<file path="src/rtl/core/assert_macros.svh">
`ifndef ASSERT_MACROS_SVH
`define ASSERT_MACROS_SVH

// same-cycle implication, sampled on the rising clock, off during reset
`define ASSERT_IMPL(label, ante, cons) \
  label: assert property (@(posedge clk_i) disable iff (!rst_ni) (ante) |-> (cons)) \
    else $error("assertion failed");

// next-cycle implication, sampled on the rising clock, off during reset
`define ASSERT_NEXT(label, ante, cons) \
  label: assert property (@(posedge clk_i) disable iff (!rst_ni) (ante) |=> (cons)) \
    else $error("assertion failed");

`endif

</file>
<file path="src/rtl/core/tpt_pkg.sv">
`default_nettype none

package tpt_pkg;

  localparam int unsigned VA_W  = 20;
  localparam int unsigned CNT_W = 32;

  localparam int unsigned TLB_ENTRIES_DEF  = 16;
  localparam int unsigned PAGE_COUNT_DEF   = 1024;
  localparam int unsigned OFFSET_WIDTH_DEF = 10;

  typedef enum logic [2:0] {
    ST_CLEAR,
    ST_IDLE,
    ST_DIV,
    ST_MUL,
    ST_READ,
    ST_RESOLVE
  } tpt_state_e;

  typedef struct packed {
    logic clear_en;
    logic load_va;
    logic div_en;
    logic mul_en;
    logic read_en;
    logic commit;
  } tpt_cmd_t;

  typedef struct packed {
    logic clear_done;
    logic out_busy;
  } tpt_status_t;

endpackage

`default_nettype wire

</file>
<file path="src/rtl/core/tpt_ctrl.sv">
`default_nettype none

module tpt_ctrl import tpt_pkg::*; (
  input  wire logic        clk_i,
  input  wire logic        rst_ni,
  input  wire logic        in_valid_i,
  output logic             in_ready_o,
  input  wire tpt_status_t status_i,
  output tpt_cmd_t         cmd_o
);

  tpt_state_e state_q, state_d;

  always_ff @(posedge clk_i or negedge rst_ni) begin
    if (!rst_ni) begin
      state_q <= ST_CLEAR;
    end else begin
      state_q <= state_d;
    end
  end

  always_comb begin
    state_d = state_q;
    unique case (state_q)
      ST_CLEAR: begin
        if (status_i.clear_done) state_d = ST_IDLE;
      end
      ST_IDLE: begin
        if (in_valid_i) state_d = ST_DIV;
      end
      ST_DIV:  state_d = ST_MUL;
      ST_MUL:  state_d = ST_READ;
      ST_READ: state_d = ST_RESOLVE;
      ST_RESOLVE: begin
        // hold until the previous word has left the output register
        if (!status_i.out_busy) state_d = ST_IDLE;
      end
      default: state_d = ST_CLEAR;
    endcase
  end

  always_comb begin
    cmd_o      = '0;
    in_ready_o = 1'b0;
    unique case (state_q)
      ST_CLEAR: cmd_o.clear_en = 1'b1;
      ST_IDLE: begin
        in_ready_o    = 1'b1;
        cmd_o.load_va = in_valid_i;
      end
      ST_DIV:     cmd_o.div_en  = 1'b1;
      ST_MUL:     cmd_o.mul_en  = 1'b1;
      ST_READ:    cmd_o.read_en = 1'b1;
      ST_RESOLVE: cmd_o.commit  = !status_i.out_busy;
      default: ;
    endcase
  end

endmodule

`default_nettype wire

</file>
<file path="config.mk">
export PLATFORM = sky130hd
export DESIGN_NAME = tpt_ctrl
export DESIGN_NICKNAME = d
export VERILOG_FILES = /design/src/rtl/core/assert_macros.svh /design/src/rtl/core/tpt_pkg.sv /design/src/rtl/core/tpt_ctrl.sv
export SDC_FILE = /design/constraint.sdc
export NUM_CORES = 1
export LEC_CHECK = 0
export BUFFER_PORTS_ARGS = -buffer_cell sky130_fd_sc_hd__clkbuf_2
export CAP_MARGIN = 25
export CELL_PAD_IN_SITES_DETAIL_PLACEMENT = 2
export CELL_PAD_IN_SITES_GLOBAL_PLACEMENT = 2
export CORE_AREA = 2 2 39 41
export DETAILED_ROUTE_END_ITERATION = 7
export DIE_AREA = 0 0 41 43
export GPL_TIMING_DRIVEN = 1
export PLACE_DENSITY = 0.58
export SETUP_SLACK_MARGIN = 0.02
export SYNTH_ARGS = -nofsm -noshare
export SYNTH_HDL_FRONTEND = slang
export SYNTH_SLANG_ARGS = --single-unit
</file>
<file path="constraint.sdc">
create_clock -name clk_i -period 3.4 [get_ports clk_i]
set_input_delay 0.17 -clock clk_i [delete_from_list [all_inputs] [get_ports clk_i]]
set_output_delay 0.17 -clock clk_i [all_outputs]
set_load 0.005 [all_outputs]
</file>
==> summary.txt, run 1 <==
Commonest non-fill, non-tap cell in the layout = clkbuf_2
Syn. warnings = 0
Max clock buf depth = 2
CP required = 3.23 ns
Total vias in the final route = 219
Largest net degree at the start of global routing = 12
# setup viols final = 0
Critical Path Source Type = flip-flop
GP Congestion = 0.648
Register share of total power = 35.7%
Skew-Pair Late Insertion Delay = 0.23 ns
CTS tree = yes
Lkg Pwr = 0.141 nW
Number of global-route vias before repair = 221
Nets = 43
GRT Overall Usage = 7.83%
Cell Int Power = 0.156 mW
Layout area overhead = 46.0%
VDD IR max = 0.187 mV
Detail Route Antenna Nets = 0
Met2 wire len = 234 um
Final Power = 0.259 mW
Clock share of power = 24.2%
Crit path top cell by count = nor2b_1
WP data arrival = 1.21 ns
Max Fclk = 723 MHz
Clock sink count = 3
Initial drt markers = 0
Biggest regs = state_q (3)
Post-layout minimum cycle time = 1.38 ns
Max H-tree Level = 1
Buffers and inverters on the worst path = 1
Top Layer Used = met4
Commonest non-fill, non-tap cells in the layout = clkbuf_2 (11), clkbuf_4 (3), dfrtp_1 (3)
First-pass GRT wire length = 903 um
Post-CTS setup buffer count = 0
Final Routed Wirelength = 538 um
CTS clock-pin slew for the worst setup and hold paths = 0.03 ns
Slowest-stage cell, CP = dfrtp_1
Psw = 0.102 mW
Synth Net Count = 29
Layout cells sized above 1 = 37.8%
Synth Area in Adders = 0%
Minimum hold slack = 0.219 ns
Grt total ovfl = 0
Die Height = 43 um
CP Launch Point = state_q[0]$_DFFE_PN0P_
Crit Path Class = reg -> out
R2r startpoint = state_q[2]$_DFFE_PN0P_
RSZ-0062 raised after global routing = no
Main combinational cell family by area after synthesis = simple AND/OR/NAND/NOR gates
CTS root buffer = clkbuf_4
Mux share of post-synthesis cell area = 0%
Crit share post-route = 40.7%
First-pass iteration count of the detailed router = 1
Setup Total Neg Slack = 0 ns
DP Area = 258 sq um
Largest register FFs = 3
Pre-CTS WS = 2.12 ns
# IOs = 12
Worst path cell trace = nor2b_1 -> nor2b_1 -> clkbuf_2
Status = finished, final reports clean
Synthesized cell area = 201 sq um
Antenna Cells = 0
Reg with most FFs = state_q
Netlist cell types = 16
Max_slew headroom = 80.0%
Metal-1 WL = 238 um
Routed vias/inst = 4.13
Die area = 1760 sq um
Sw Ratio = 39.5%
Worst setup margin = 2.02 ns
Starting Density = 14.6%
Synth Area in Compound Gates = 13.0%
Post-route cell area = 294 sq um
Post-synthesis sequential area ratio = 37.3%
PD cells = 880 nW/um^2
Mean post-synth cell area = 8.39 sq um
Crit path max-delay family = flip-flops
Row count = 14
Inserted Clock Buffers = 3
Number of remaining DRC errors = 0
Core area = 1380 sq um
Worst-margin pin slew = 0.300 ns
Clk_skew = 0.00330 ns
Combinational power share = 40.1%
Syn Inst Count = 24
Critical Path Fanout Max = 11
Filler cell count = 176
Met3 WL = 50 um
XOR/XNOR Fraction of Synth Area = 0%
Simple-gate share of the synthesized area = 40.4%
#FFs+latches synth = 3
CP endpoint kind = primary output
Final Hold Vio Count = 0
Post-cts hold buffer count = 1
Max Slew Vio Count = 0
CP max stage delay = 0.50 ns
Hold_sp = in_valid_i
Routed len/inst = 10.2 um
Port Buffer Count = 11
Die width = 41 um
Post-CTS sizing = 0
Post-DP HPWL = 376 um
Max Cap Viol = 0
Initial antenna violation count = 0
Hold Path Class = in -> reg
[power groups by stage]
stage	Combinational [mW]	Sequential (mW)	Clock [mW]
floorplan	0.106	0.0582	0
finish	0.104	0.0922	0.0627
CTS	0.106	0.0941	0.0667
global route	0.119	0.101	0.0687
global placement	0.103	0.0913	0
detailed placement	0.105	0.0944	0
[Yosys cell counts (all sizes together)]
master / count / area (sq um)
or2b: 1 / 7.51
o211a: 1 / 10.0
nor3: 2 / 10.0
or4: 1 / 7.51
nand2b: 1 / 6.26
nand3b: 1 / 7.51
nand2: 2 / 7.51
o22ai: 1 / 6.26
nor2: 2 / 7.51
buf: 1 / 11.3
nor2b: 2 / 12.5
clkbuf: 2 / 7.51
a21oi: 1 / 5.00
dfrtp: 3 / 75.1
nor3b: 2 / 15.0
o21ai: 1 / 5.00
[through the flow]
step / std cells / utilization, %
floorplan: 24 / -
global placement: 48 / 18.6
detailed placement: 48 / 18.6
CTS: 53 / 21.2
global route: 53 / 21.2
finish: 53 / 21.2
[metal layers]
metal	track usage, %	vias up
li1	-	107
met1	9.32	98
met2	10.3	12
met3	2.09	2
met4	8.00	0
met5	0	-
[cell families after synthesis]
group,Yosys count
AOI/OAI and AO/OA,4
buffers and inverters,3
DFF,3
and+or+nand+nor,14
[worst min-delay path: stages]
cell and delay [ns]:
clkbuf_2 0.09, nand3b_1 0.08, a21oi_1 0.07
[path summary, 6_finish.rpt]
kind | to | slack [ns] | cells after the start
worst min register to register | state_q[1]$_DFFE_PN0P_ | 0.64 | 1
max in group asynchronous | state_q[0]$_DFFE_PN0P_ | 3.02 | 2
worst max-delay path | cmd_o[0] | 2.02 | 3
worst min-delay path | state_q[1]$_DFFE_PN0P_ | 0.22 | 3
worst max register to register | state_q[0]$_DFFE_PN0P_ | 2.12 | 2
min in group asynchronous | state_q[2]$_DFFE_PN0P_ | 0.26 | 2
[area by class of cell]
cell class,count,area [sq um],share of cell area (%)
multi-input combinational,18,108,36.6
sequential,3,75.1,25.5
timing repair buffer,12,65.1,22.1
clock buffer,4,26.3,8.94
tap,16,20.0,6.81
No activity file was read; power rests on OpenSTA's default activity.
==> inputs of run 2 (changes only) <==
PLACE_DENSITY = 0.6   (was 0.58)
clock period = 1.15 ns   (was 3.4 ns; I/O delays follow)
==> run 2 against run 1 <==
The flow now finishes with violations (negative setup slack). Utilization grew 8.1 points. Sequential power grew 110%. Clock-buffer cell count is the same. Sequential share of layout area shrank 7.1 points. Combinational power grew to 7.3 times the previous value. Clock power grew to 3.0 times the previous value. Routed wire length grew 76%. Final cell count grew 17%. Global-route usage grew 4.3 points. Power grew to 4.4 times the previous value. Critical endpoint is now state_q[0]$_DFFE_PN0P_.
==> summary.txt, run 2 (synthesized netlist as in run 1, its figures left out) <==
Post-layout minimum cycle time = 1.22 ns
Worst path depth = 2
Initial antenna violation count = 0
# IOs = 12
Clock share of power = 16.5%
Die width = 41 um
Clock sink count = 3
Antenna Cells = 0
CTS tree = yes
WP data arrival = 1.34 ns
DP Area = 280 sq um
Post-DP HPWL = 554 um
R2r startpoint = state_q[2]$_DFFE_PN0P_
Final Hold Vio Count = 0
Register share of total power = 17.3%
First-pass iteration count of the detailed router = 1
Number of remaining DRC errors = 0
Max_slew headroom = 88.0%
Max Slew Vio Count = 0
Layout area overhead = 102%
Worst reg2reg path depth = 2
Reg-to-reg endpoint = state_q[0]$_DFFE_PN0P_
GP Congestion = 0.624
GRT Overall Usage = 12.1%
Largest register FFs = 3
Die Height = 43 um
Commonest non-fill, non-tap cells in the layout = buf_2 (7), clkbuf_2 (5), buf_4 (5)
Post-Place Cells = 51
R2R Setup Slk = -0.07 ns
Skew-Pair Late Insertion Delay = 0.24 ns
Slowest-stage cell, CP = or4_1
Cell count of the worst hold path = 3
# setup viols final = 4
Total vias in the final route = 263
Crit Path Class = reg -> reg
Critical Path Source Type = flip-flop
Setup crit end = state_q[0]$_DFFE_PN0P_
Setup Total Neg Slack = -0.191 ns
Routed len/inst = 15.2 um
Metal-1 WL = 288 um
Port Buffer Count = 11
Lkg Pwr = 0.206 nW
Inserted Clock Buffers = 3
Worst path cell trace = or4_1 -> o211a_1
Met2 wire len = 590 um
Hold Path Class = in -> reg
Status = complete, but fails checks
Hold_sp = in_valid_i
RSZ-0062 raised after global routing = yes
CP required = 1.27 ns
Post-route cell area = 407 sq um
Starting Density = 14.6%
Crit path max-delay family = simple AND/OR/NAND/NOR gates
Crit share post-route = 106%
Met3 WL = 66 um
Combinational power share = 66.2%
First-pass GRT wire length = 1350 um
VDD IR max = 0.503 mV
Detail Route Antenna Nets = 0
Violated checks = negative setup slack
CTS root buffer = clkbuf_4
CP max stage delay = 0.56 ns
Layout cells sized above 1 = 67.4%
CTS clock-pin slew for the worst setup and hold paths = 0.04 ns
Minimum hold slack = 0.131 ns
Max H-tree Level = 1
CP endpoint kind = flip-flop
Commonest non-fill, non-tap cell in the layout = buf_2
Nets = 52
Buffers and inverters on the worst path = 0
Number of global-route vias before repair = 298
Cell Int Power = 0.707 mW
Worst-margin pin slew = 0.178 ns
Max Fclk = 818 MHz
Psw = 0.437 mW
Clk_skew = 0.00550 ns
Row count = 14
PD cells = 2810 nW/um^2
Max Cap Viol = 0
Final Routed Wirelength = 945 um
Sw Ratio = 38.2%
Biggest regs = state_q (3)
Largest net degree at the start of global routing = 11
Routed vias/inst = 4.24
Top Layer Used = met3
Initial drt markers = 0
Final Power = 1.14 mW
Die area = 1760 sq um
Max clock buf depth = 2
Fin util = 29.4%
Final non-filler cell total = 62
Grt total ovfl = 0
Critical Path Fanout Max = 2
Pre-CTS WS = -0.0268 ns
Worst setup margin = -0.0728 ns
Reg with most FFs = state_q
CP Launch Point = state_q[2]$_DFFE_PN0P_
Core area = 1380 sq um
run 2: worst min path at each step:
stage                                        end  slack (ns)
final                     state_q[1]$_DFFE_PN0P_        0.13
after global routing      state_q[1]$_DFFE_PN0P_        0.15
after CTS                 state_q[1]$_DFFE_PN0P_        0.08
after detailed placement  state_q[1]$_DFFE_PN0P_       -0.14
after global placement    state_q[0]$_DFFE_PN0P_       -0.15
after floorplan           state_q[0]$_DFFE_PN0P_       -0.24
run 2: area by class of cell:
type / count / area [sq um]
clock buffers: 4 / 26.3
fillers: 164 / 977
multi-input cells: 18 / 144
flip-flops and latches: 3 / 75.1
well taps: 16 / 20.0
repair buffers: 21 / 141
run 2: power groups by stage:
stage                     Combinational [mW]  Sequential, mW  Clock, mW
after floorplan                        0.311           0.172          0
after global placement                 0.445           0.174          0
after detailed placement               0.496           0.188          0
after CTS                              0.665           0.198      0.201
after global routing                   0.823           0.202      0.207
final                                  0.757           0.198      0.189
run 2: repair_timing:
action	in CTS	in global routing
gates resized for setup	8	10
cloned	1	0
setup buffers	3	2
endpoints found under the hold margin	3	0
hold buffers	1	0
pin swaps	2	3
setup endpoints to repair	8	9
run 2: tightest hold or removal path, stage by stage:
cell and delay, ns:
clkbuf_2 0.11, nand3b_1 0.11, a21oi_2 0.05
run 2: per-layer routing:
metal | up-vias | GRT usage [%]
li1 | 127 | -
met1 | 124 | 9.58
met2 | 12 | 23.4
met3 | 0 | 2.09
met4 | 0 | 8.00
met5 | - | 0
